$ cat src/dep_pkg.sv
// Shared types, sizes and codes for the distance event priority evaluator.
package dep_pkg;

  // Table sizes and distance width
  localparam int SINGLE_EVENTS   = 16;
  localparam int COMPOUND_EVENTS = 4;
  localparam int DIST_BITS       = 16;
  localparam int TOTAL_EVENTS    = SINGLE_EVENTS + COMPOUND_EVENTS;

  // Lane organization of the single table: entry e sits in lane e % LANES, row e / LANES
  localparam int LANES  = 4;
  localparam int LANE_W = $clog2(LANES);
  localparam int ROWS   = (SINGLE_EVENTS + LANES - 1) / LANES;
  localparam int ROW_W  = (ROWS > 1) ? $clog2(ROWS) : 1;
  localparam int CMP_W  = (COMPOUND_EVENTS > 1) ? $clog2(COMPOUND_EVENTS) : 1;
  localparam int SCAN_W = (ROW_W > CMP_W) ? ROW_W : CMP_W;
  localparam int EV_W   = $clog2(TOTAL_EVENTS);

  // Fixed field widths on the stream ports
  localparam int IDX_W    = 5;
  localparam int MM_W     = 16;
  localparam int STATUS_W = 20;
  localparam int IN_BITS  = 98;
  localparam int IN_W     = ((IN_BITS + 7) / 8) * 8;
  localparam int OUT_BITS = STATUS_W + 1 + IDX_W;
  localparam int OUT_W    = ((OUT_BITS + 7) / 8) * 8;
  localparam int REF_W    = 1 << IDX_W;
  localparam int PAD_W    = (TOTAL_EVENTS > REF_W) ? TOTAL_EVENTS : REF_W;

  // Operation codes carried on tuser
  localparam logic [1:0] OP_WR_SINGLE   = 2'd0;
  localparam logic [1:0] OP_WR_COMPOUND = 2'd1;
  localparam logic [1:0] OP_EVAL        = 2'd2;

  // Sensor codes
  localparam logic [1:0] SENSOR_0 = 2'd0;
  localparam logic [1:0] SENSOR_1 = 2'd1;
  localparam logic [1:0] SENSOR_2 = 2'd2;

  typedef logic [DIST_BITS-1:0] dist_t;

  typedef struct packed {
    logic       en;
    logic [1:0] sensor;
    dist_t      lo;
    dist_t      hi;
  } single_entry_t;

  typedef struct packed {
    logic             en;
    logic [IDX_W-1:0] first;
    logic [IDX_W-1:0] second;
  } compound_entry_t;

  // Sequencer controls for the merge stage
  typedef struct packed {
    logic             clear;
    logic             single_en;
    logic [ROW_W-1:0] row;
    logic             compound_en;
    logic [CMP_W-1:0] slot;
  } merge_ctl_t;

  typedef enum logic [1:0] {
    ST_IDLE,
    ST_SINGLE,
    ST_COMPOUND,
    ST_FINISH
  } state_t;

endpackage

$ cat src/dep_lane.sv
// One single-event lane: its bank of range entries and the range check of one row.
module dep_lane (
  input  logic                  clk,
  input  logic                  rst,
  input  logic                  wr_en,
  input  logic [dep_pkg::ROW_W-1:0] wr_row,
  input  dep_pkg::single_entry_t wr_entry,
  input  logic [dep_pkg::ROW_W-1:0] rd_row,
  input  dep_pkg::dist_t        dist0,
  input  dep_pkg::dist_t        dist1,
  input  dep_pkg::dist_t        dist2,
  output logic                  hit
);
  import dep_pkg::*;

  single_entry_t bank [ROWS];
  single_entry_t cur;
  dist_t         d;
  logic          sensor_ok;

  // Bank write; only the enable bits need a reset value
  always_ff @(posedge clk) begin
    if (rst) begin
      for (int r = 0; r < ROWS; r++) begin
        bank[r].en <= 1'b0;
      end
    end else if (wr_en) begin
      bank[wr_row] <= wr_entry;
    end
  end

  // Sensor select and range check
  always_comb begin
    cur       = bank[rd_row];
    d         = '0;
    sensor_ok = 1'b1;
    case (cur.sensor)
      SENSOR_0: d = dist0;
      SENSOR_1: d = dist1;
      SENSOR_2: d = dist2;
      default:  sensor_ok = 1'b0;
    endcase
    hit = cur.en && sensor_ok && (d >= cur.lo) && (d <= cur.hi);
  end

endmodule

$ cat src/dep_compound.sv
// Compound AND table and the check of one compound entry against the live flags.
module dep_compound (
  input  logic                          clk,
  input  logic                          rst,
  input  logic                          wr_en,
  input  logic [dep_pkg::CMP_W-1:0]     wr_slot,
  input  dep_pkg::compound_entry_t      wr_entry,
  input  logic [dep_pkg::CMP_W-1:0]     rd_slot,
  input  logic [dep_pkg::TOTAL_EVENTS-1:0] flags,
  output logic                          hit
);
  import dep_pkg::*;

  compound_entry_t tbl [COMPOUND_EVENTS];
  compound_entry_t cur;
  logic [PAD_W-1:0] flags_pad;
  logic [REF_W-1:0] ref_flags;

  // Table write; enable bits cleared at reset
  always_ff @(posedge clk) begin
    if (rst) begin
      for (int c = 0; c < COMPOUND_EVENTS; c++) begin
        tbl[c].en <= 1'b0;
      end
    end else if (wr_en) begin
      tbl[wr_slot] <= wr_entry;
    end
  end

  // Event numbers past the table read as zero flags
  always_comb begin
    flags_pad = PAD_W'(flags);
    ref_flags = flags_pad[REF_W-1:0];
    cur       = tbl[rd_slot];
    hit       = cur.en && ref_flags[cur.first] && ref_flags[cur.second];
  end

endmodule

$ cat src/dep_merge.sv
// Merge stage: collects lane and compound results into the event flags and top event.
module dep_merge (
  input  logic                          clk,
  input  logic                          rst,
  input  dep_pkg::merge_ctl_t           ctl,
  input  logic [dep_pkg::LANES-1:0]     lane_hit,
  input  logic                          cmp_hit,
  output logic [dep_pkg::TOTAL_EVENTS-1:0] flags,
  output logic                          any,
  output logic [dep_pkg::EV_W-1:0]      top
);
  import dep_pkg::*;

  logic              row_found;
  logic [LANE_W-1:0] row_best;

  // Highest hitting lane of the current row
  always_comb begin
    row_found = 1'b0;
    row_best  = '0;
    for (int l = 0; l < LANES; l++) begin
      if (lane_hit[l]) begin
        row_found = 1'b1;
        row_best  = LANE_W'(l);
      end
    end
  end

  // Flags are updated in place, so later compounds keep their previous status
  always_ff @(posedge clk) begin
    if (rst) begin
      flags <= '0;
      any   <= 1'b0;
      top   <= '0;
    end else begin
      if (ctl.clear) begin
        any <= 1'b0;
        top <= '0;
      end
      if (ctl.single_en) begin
        for (int i = 0; i < SINGLE_EVENTS; i++) begin
          if (ctl.row == ROW_W'(i / LANES)) begin
            flags[i] <= lane_hit[i % LANES];
          end
        end
        if (row_found) begin
          any <= 1'b1;
          top <= EV_W'({ctl.row, row_best});
        end
      end
      if (ctl.compound_en) begin
        for (int j = 0; j < COMPOUND_EVENTS; j++) begin
          if (ctl.slot == CMP_W'(j)) begin
            flags[SINGLE_EVENTS + j] <= cmp_hit;
          end
        end
        if (cmp_hit) begin
          any <= 1'b1;
          top <= EV_W'(SINGLE_EVENTS) + EV_W'(ctl.slot);
        end
      end
    end
  end

endmodule

$ cat src/distance_event_priority_evaluator.sv
// Top level of the distance event priority evaluator: sequencer, lanes, merge, output register.
//
// Usage:
//   Input beats arrive on s_axis_*; tuser carries the operation (write single
//   entry, write compound entry, evaluate). Writes load one table entry and
//   give no output beat; a write to an index outside the matching table and
//   operation code 3 are dropped. An evaluate beat gives one output beat on
//   m_axis_* with the status flags, an any-active bit and the top event.
// Timing:
//   An evaluate walks the single table four lanes wide, one row per cycle,
//   then the compound chain one entry per cycle, then loads the output
//   register; no new beat is taken until the output register is loaded.
//   The compound chain is serial since each entry sees the lower ones.
// Reset:
//   rst clears every entry enable, all event flags and the output valid.
// Stall:
//   A waiting result stays in the output register while writes and a new
//   evaluate are accepted; an evaluate that finishes while the previous
//   result is still held waits in its last step until m_axis_tready.
module distance_event_priority_evaluator (
  input  logic                      clk,
  input  logic                      rst,
  input  logic                      s_axis_tvalid,
  output logic                      s_axis_tready,
  // entry_index, entry_enable, entry_sensor, min_mm, max_mm, first_event,
  // second_event, dist_sensor0, dist_sensor1, dist_sensor2, zero fill
  input  logic [dep_pkg::IN_W-1:0]  s_axis_tdata,
  // operation
  input  logic [1:0]                s_axis_tuser,
  output logic                      m_axis_tvalid,
  input  logic                      m_axis_tready,
  // status_bits, any_active, top_event, zero fill
  output logic [dep_pkg::OUT_W-1:0] m_axis_tdata
);
  import dep_pkg::*;

  // Input field unpacking
  logic [IDX_W-1:0] entry_index;
  logic             entry_enable;
  logic [1:0]       entry_sensor;
  logic [MM_W-1:0]  min_mm;
  logic [MM_W-1:0]  max_mm;
  logic [IDX_W-1:0] first_event;
  logic [IDX_W-1:0] second_event;
  logic [MM_W-1:0]  dist_sensor0;
  logic [MM_W-1:0]  dist_sensor1;
  logic [MM_W-1:0]  dist_sensor2;

  assign entry_index  = s_axis_tdata[4:0];
  assign entry_enable = s_axis_tdata[5];
  assign entry_sensor = s_axis_tdata[7:6];
  assign min_mm       = s_axis_tdata[23:8];
  assign max_mm       = s_axis_tdata[39:24];
  assign first_event  = s_axis_tdata[44:40];
  assign second_event = s_axis_tdata[49:45];
  assign dist_sensor0 = s_axis_tdata[65:50];
  assign dist_sensor1 = s_axis_tdata[81:66];
  assign dist_sensor2 = s_axis_tdata[97:82];

  state_t            state;
  state_t            state_next;
  logic [SCAN_W-1:0] scan;
  logic [SCAN_W-1:0] scan_next;
  dist_t             dist0;
  dist_t             dist1;
  dist_t             dist2;
  logic              out_valid;
  logic [OUT_W-1:0]  out_data;

  logic              accept;
  logic              eval_start;
  logic              scan_single;
  logic              scan_compound;
  logic              out_free;
  logic              out_load;
  logic              single_last;
  logic              compound_last;

  logic                 wr_single;
  logic                 wr_compound;
  logic [LANE_W-1:0]    wr_lane;
  logic [ROW_W-1:0]     wr_row;
  logic [CMP_W-1:0]     wr_slot;
  single_entry_t        wr_single_entry;
  compound_entry_t      wr_cmp_entry;

  merge_ctl_t              mctl;
  logic [LANES-1:0]        lane_hit;
  logic                    cmp_hit;
  logic [TOTAL_EVENTS-1:0] flags;
  logic                    any;
  logic [EV_W-1:0]         top;
  logic [PAD_W-1:0]        flags_pad;

  // Handshake and step decode
  assign accept        = s_axis_tvalid && s_axis_tready;
  assign out_free      = !out_valid || m_axis_tready;
  assign single_last   = (scan == SCAN_W'(ROWS - 1));
  assign compound_last = (scan == SCAN_W'(COMPOUND_EVENTS - 1));

  // Next state
  always_comb begin
    state_next = state;
    case (state)
      ST_IDLE: begin
        if (accept && (s_axis_tuser == OP_EVAL)) begin
          state_next = ST_SINGLE;
        end
      end
      ST_SINGLE: begin
        if (single_last) begin
          state_next = ST_COMPOUND;
        end
      end
      ST_COMPOUND: begin
        if (compound_last) begin
          state_next = ST_FINISH;
        end
      end
      ST_FINISH: begin
        if (out_free) begin
          state_next = ST_IDLE;
        end
      end
      default: state_next = ST_IDLE;
    endcase
  end

  // State outputs
  always_comb begin
    s_axis_tready = 1'b0;
    scan_single   = 1'b0;
    scan_compound = 1'b0;
    out_load      = 1'b0;
    case (state)
      ST_IDLE:     s_axis_tready = 1'b1;
      ST_SINGLE:   scan_single   = 1'b1;
      ST_COMPOUND: scan_compound = 1'b1;
      ST_FINISH:   out_load      = out_free;
      default:     s_axis_tready = 1'b0;
    endcase
  end

  assign eval_start = accept && (s_axis_tuser == OP_EVAL);

  // Scan position: row during the single walk, slot during the compound chain
  always_comb begin
    scan_next = scan;
    if (scan_single) begin
      scan_next = single_last ? '0 : scan + SCAN_W'(1);
    end else if (scan_compound) begin
      scan_next = compound_last ? '0 : scan + SCAN_W'(1);
    end
  end

  always_ff @(posedge clk) begin
    if (rst) begin
      state <= ST_IDLE;
      scan  <= '0;
    end else begin
      state <= state_next;
      scan  <= scan_next;
    end
  end

  // Distances held for the whole evaluation
  always_ff @(posedge clk) begin
    if (eval_start) begin
      dist0 <= DIST_BITS'(dist_sensor0);
      dist1 <= DIST_BITS'(dist_sensor1);
      dist2 <= DIST_BITS'(dist_sensor2);
    end
  end

  // Table write decode
  always_comb begin
    wr_single   = accept && (s_axis_tuser == OP_WR_SINGLE) &&
                  (int'(entry_index) < SINGLE_EVENTS);
    wr_compound = accept && (s_axis_tuser == OP_WR_COMPOUND) &&
                  (int'(entry_index) >= SINGLE_EVENTS) &&
                  (int'(entry_index) < TOTAL_EVENTS);
    wr_lane     = entry_index[LANE_W-1:0];
    wr_row      = ROW_W'(entry_index >> LANE_W);
    wr_slot     = CMP_W'(int'(entry_index) - SINGLE_EVENTS);
    wr_single_entry.en     = entry_enable;
    wr_single_entry.sensor = entry_sensor;
    wr_single_entry.lo     = DIST_BITS'(min_mm);
    wr_single_entry.hi     = DIST_BITS'(max_mm);
    wr_cmp_entry.en        = entry_enable;
    wr_cmp_entry.first     = first_event;
    wr_cmp_entry.second    = second_event;
  end

  // Single-event lanes
  for (genvar l = 0; l < LANES; l++) begin : g_lane
    dep_lane u_lane (
      .clk      (clk),
      .rst      (rst),
      .wr_en    (wr_single && (wr_lane == LANE_W'(l))),
      .wr_row   (wr_row),
      .wr_entry (wr_single_entry),
      .rd_row   (scan[ROW_W-1:0]),
      .dist0    (dist0),
      .dist1    (dist1),
      .dist2    (dist2),
      .hit      (lane_hit[l])
    );
  end

  dep_compound u_compound (
    .clk      (clk),
    .rst      (rst),
    .wr_en    (wr_compound),
    .wr_slot  (wr_slot),
    .wr_entry (wr_cmp_entry),
    .rd_slot  (scan[CMP_W-1:0]),
    .flags    (flags),
    .hit      (cmp_hit)
  );

  // Merge controls
  always_comb begin
    mctl.clear       = eval_start;
    mctl.single_en   = scan_single;
    mctl.row         = scan[ROW_W-1:0];
    mctl.compound_en = scan_compound;
    mctl.slot        = scan[CMP_W-1:0];
  end

  dep_merge u_merge (
    .clk      (clk),
    .rst      (rst),
    .ctl      (mctl),
    .lane_hit (lane_hit),
    .cmp_hit  (cmp_hit),
    .flags    (flags),
    .any      (any),
    .top      (top)
  );

  // Output register
  assign flags_pad = PAD_W'(flags);

  always_ff @(posedge clk) begin
    if (rst) begin
      out_valid <= 1'b0;
    end else if (out_load) begin
      out_valid <= 1'b1;
    end else if (m_axis_tready) begin
      out_valid <= 1'b0;
    end
  end

  always_ff @(posedge clk) begin
    if (out_load) begin
      out_data <= OUT_W'({IDX_W'(top), any, flags_pad[STATUS_W-1:0]});
    end
  end

  assign m_axis_tvalid = out_valid;
  assign m_axis_tdata  = out_data;

endmodule

$ cat config.mk
export PLATFORM = sky130hd
export DESIGN_NAME = distance_event_priority_evaluator
export DESIGN_NICKNAME = d
export VERILOG_FILES = /design/src/dep_pkg.sv /design/src/dep_lane.sv /design/src/dep_compound.sv /design/src/dep_merge.sv /design/src/distance_event_priority_evaluator.sv
export SDC_FILE = /design/constraint.sdc
export NUM_CORES = 1
export LEC_CHECK = 0
export BUFFER_PORTS_ARGS = -buffer_cell sky130_fd_sc_hd__buf_4
export CORE_MARGIN = 3
export CORE_UTILIZATION = 56
export CTS_BUF_LIST = sky130_fd_sc_hd__clkbuf_4
export CTS_CLUSTER_DIAMETER = 50
export CTS_CLUSTER_SIZE = 20
export DETAILED_ROUTE_END_ITERATION = 6
export GPL_ROUTABILITY_DRIVEN = 0
export HOLD_SLACK_MARGIN = 0.08
export PLACE_DENSITY = 0.75
export SYNTH_ARGS = -nofsm -noshare
export SYNTH_HDL_FRONTEND = slang
export SYNTH_SLANG_ARGS = --single-unit
$ cat constraint.sdc
create_clock -name clk -period 13.5 [get_ports clk]
set_input_delay 1.35 -clock clk [delete_from_list [all_inputs] [get_ports clk]]
set_output_delay 1.35 -clock clk [all_outputs]
set_load 0.05 [all_outputs]
==> flow_summary_export.csv <==
group,metric,value,unit
status,outcome,"complete, no violations",
worst_setup_path,critPathArrivalTime,7.07,ns
synthesis,synth_top_area_cell,"edfxtp_1",
placed_design,pre_cts_ws,7.26,ns
synthesis,ys_top_cells_by_area,"edfxtp_1, mux4_2, ha_1",
sta,period_share,46.4,%
routing,initialDrtViolationCount,1912,
routing,wire_per_inst,26.5,µm
synthesis,synthMostInstantiatedCell,"edfxtp_1",
layout,area_growth,9.43,%
global_routing,antenna_found_initial,5,
synthesis,synth_edf_count,678,
layout,fin_nets,2396,
synthesis,avgSynthCellArea,15.8,µm²
job,drv_cap,0,
die,ios,144,
placed_design,placed_area,0.0337,mm²
pwr,p_leak,12.5,nW
die,row_count,86,
synthesis,synth-adder-area-share,5.34,%
pwr,p_sw_share,29.7,%
global_routing,grt_pass1_wl,117000,µm
pwr,internal-power,3.26,mW
synthesis,synthFlopType,"edfxtp_1",
synthesis,synthXorXnorAreaFrac,0,%
synthesis,ys_warn_count,0,
sta,finalHoldViolations,0,
sta,rsz0062_at_grt,"no",
synthesis,ys_top_cells_by_count,"edfxtp_1, mux4_2, inv_1",
synthesis,synth_mux_area_share,13.7,%
cts,path_clk_slew,0.17,ns
cts,cts_hold_buf,0,
cts,clk_latency,0.99,ns
synthesis,yosys.area.top_type_share,63.8,%
synthesis,ys_types,66,
placed_design,dp_hpwl,51900,µm
sta,fin_ws,7.23,ns
synthesis,synthArstFlopShare,0,%
global_routing,grt_pass1_vias,18618,
worst_hold_path,hold_path_class,"reg -> reg",
sta,worst_slew_pin_slew,1.21,ns
synthesis,ys_seq_elements,711,
worst_setup_path,worstSetupPathType,"reg -> reg",
die,start_util,57.2,%
sta,timing.final.crit_period,6.27,ns
synthesis,yosysSeqAreaShare,65.9,%
layout,layout-drive-gt1-share,21.6,%
global_routing,grt.total_usage,26.4,%
global_routing,grt_overflow,0,
routing,detail-route-antenna-nets,0,
worst_setup_path,cp.required,14.30,ns
pwr,p_per_area,133,mW/mm²
worst_setup_path,end_kind,"flop",
pwr,combinationalPowerShare,20.2,%
placed_design,dp_cells,2835,
synthesis,synth_compound_area_share,3.95,%
worst_setup_path,crit_path_max_fanout,82,
cts,cts_tree,"built",
sta,fmax,160,MHz
synthesis,synth-simple-area-share,7.90,%
routing,vias,18616,
synthesis,synth_top_family_by_area,"multiplexers",
pwr,seqPwrFrac,53.3,%
routing,wl,78200,µm
pwr,total_power,4.64,mW
sta,report.final.setup_viol,0,
cts,postCtsSetupBuffers,0,
sta,tns,0,ns
sta,slew_violations,0,
cts,cts_root_buf,"clkbuf_4",
cts,cts_resized,0,
routing,first_pass_iters,5,
pwr,clock_power_share,26.5,%
pwr,p_sw,1.38,mW
layout,design_area,0.0349,mm²
layout,fin_util,62.6,%
worst_setup_path,cp-start-kind,"flop",
global_routing,grt_max_degree,83,
pwr,ir_drop,0.109,mV
die,core,0.0557,mm²
cts,cts_max_level,2,
sta,hold_slack,0.465,ns
sta,relSlewSlack,19.4,%
routing,vias_per_cell,6.30,
synthesis,syn_area,0.0319,mm²
cts,clockBufferDepth,3,
die,dieWidth,245,µm
layout,finalNonFillerCells,2955,
cts,cts_made_buffers,61,
die,die_area,0.0599,mm²
synthesis,synth_cells,2022,
routing,drc,0,
die,die_h,245,µm
cts,clkSinkCount,711,
placed_design,port_buffers,131,
sta,skew,0.0827,ns
[critical path: stages (launching register included)]
cell	delay, ns
dfxtp_4	0.96
buf_12	0.60
mux4_2	0.92
nor2b_1	0.40
buf_4	0.28
nand2_1	0.07
o21ai_0	0.22
ha_1	0.25
nand4_1	0.22
or4_1	0.60
o31ai_1	0.24
o21ai_1	0.10
a211oi_2	0.65
o21ai_0	0.21
a31oi_2	0.27
a221oi_2	0.08
[placed cells by master, fill, tap and decap left out, types with 11 or more instances in the layout]
cell / count
dfxtp_1: 31
nand3_1: 30
mux4_2: 151
ha_1: 136
nor2_1: 43
nand4_1: 27
inv_6: 13
clkbuf_4: 66
inv_1: 138
nor2b_1: 13
and2_1: 46
nand2_1: 124
nor3_1: 11
o21ai_0: 89
a21oi_1: 71
nor2_4: 13
buf_4: 164
mux2i_1: 86
edfxtp_1: 678
and3_1: 121
[cell type report]
cell class / instances / area (µm²)
antenna: 4 / 10.0
clock inverter: 50 / 647
fill: 4047 / 20800
multi-input combinational: 1071 / 10000
timing repair buffer: 165 / 1250
clock buffer: 66 / 495
tap: 748 / 936
sequential: 711 / 21000
inverter: 140 / 526
[power groups by stage]
stage | clock, mW | sequential [mW] | combinational [mW]
after floorplan | 0 | 2.48 | 0.716
after global placement | 0 | 2.52 | 0.911
after detailed placement | 0 | 2.52 | 0.936
after CTS | 1.25 | 2.47 | 0.941
after global routing | 1.33 | 2.48 | 1.02
final | 1.23 | 2.47 | 0.939
[final timing paths]
kind	startpoint	endpoint	slack, ns	cells past startpoint
worst max-delay path	flop	u_merge.top[1]	7.23	15
worst min-delay path	u_merge.any	m_axis_tdata[20]	0.46	0
worst max register to register	flop	u_merge.top[1]	7.23	15
worst min register to register	u_merge.any	m_axis_tdata[20]	0.46	0
[cell families after synthesis]
| logic type | Yosys count |
|---|---|
| mux | 244 |
| buf+inv | 245 |
| compound gates | 211 |
| simple gates | 474 |
| other cells | 1 |
| flops | 711 |
| fa+ha+maj | 136 |
[state kept, by name (all words and copies together), names as in the netlist, named ones only]
register and count:
dist2 16, u_merge.any 1, u_merge.flags 20, scan 2, u_compound.tbl 44, dist1 16
dist0 16, m_axis_tdata 26, state 2, m_axis_tvalid 1, g_lane.u_lane.bank 560, u_merge.top 5
[per-layer routing]
metal  global-route usage, %  share of wire [%]
met2                    42.4                 47
met4                    9.81                3.9
met3                    4.36                9.6
met1                    36.9                 39
met5                       0                  0
Power figures use the tool's default switching activity.
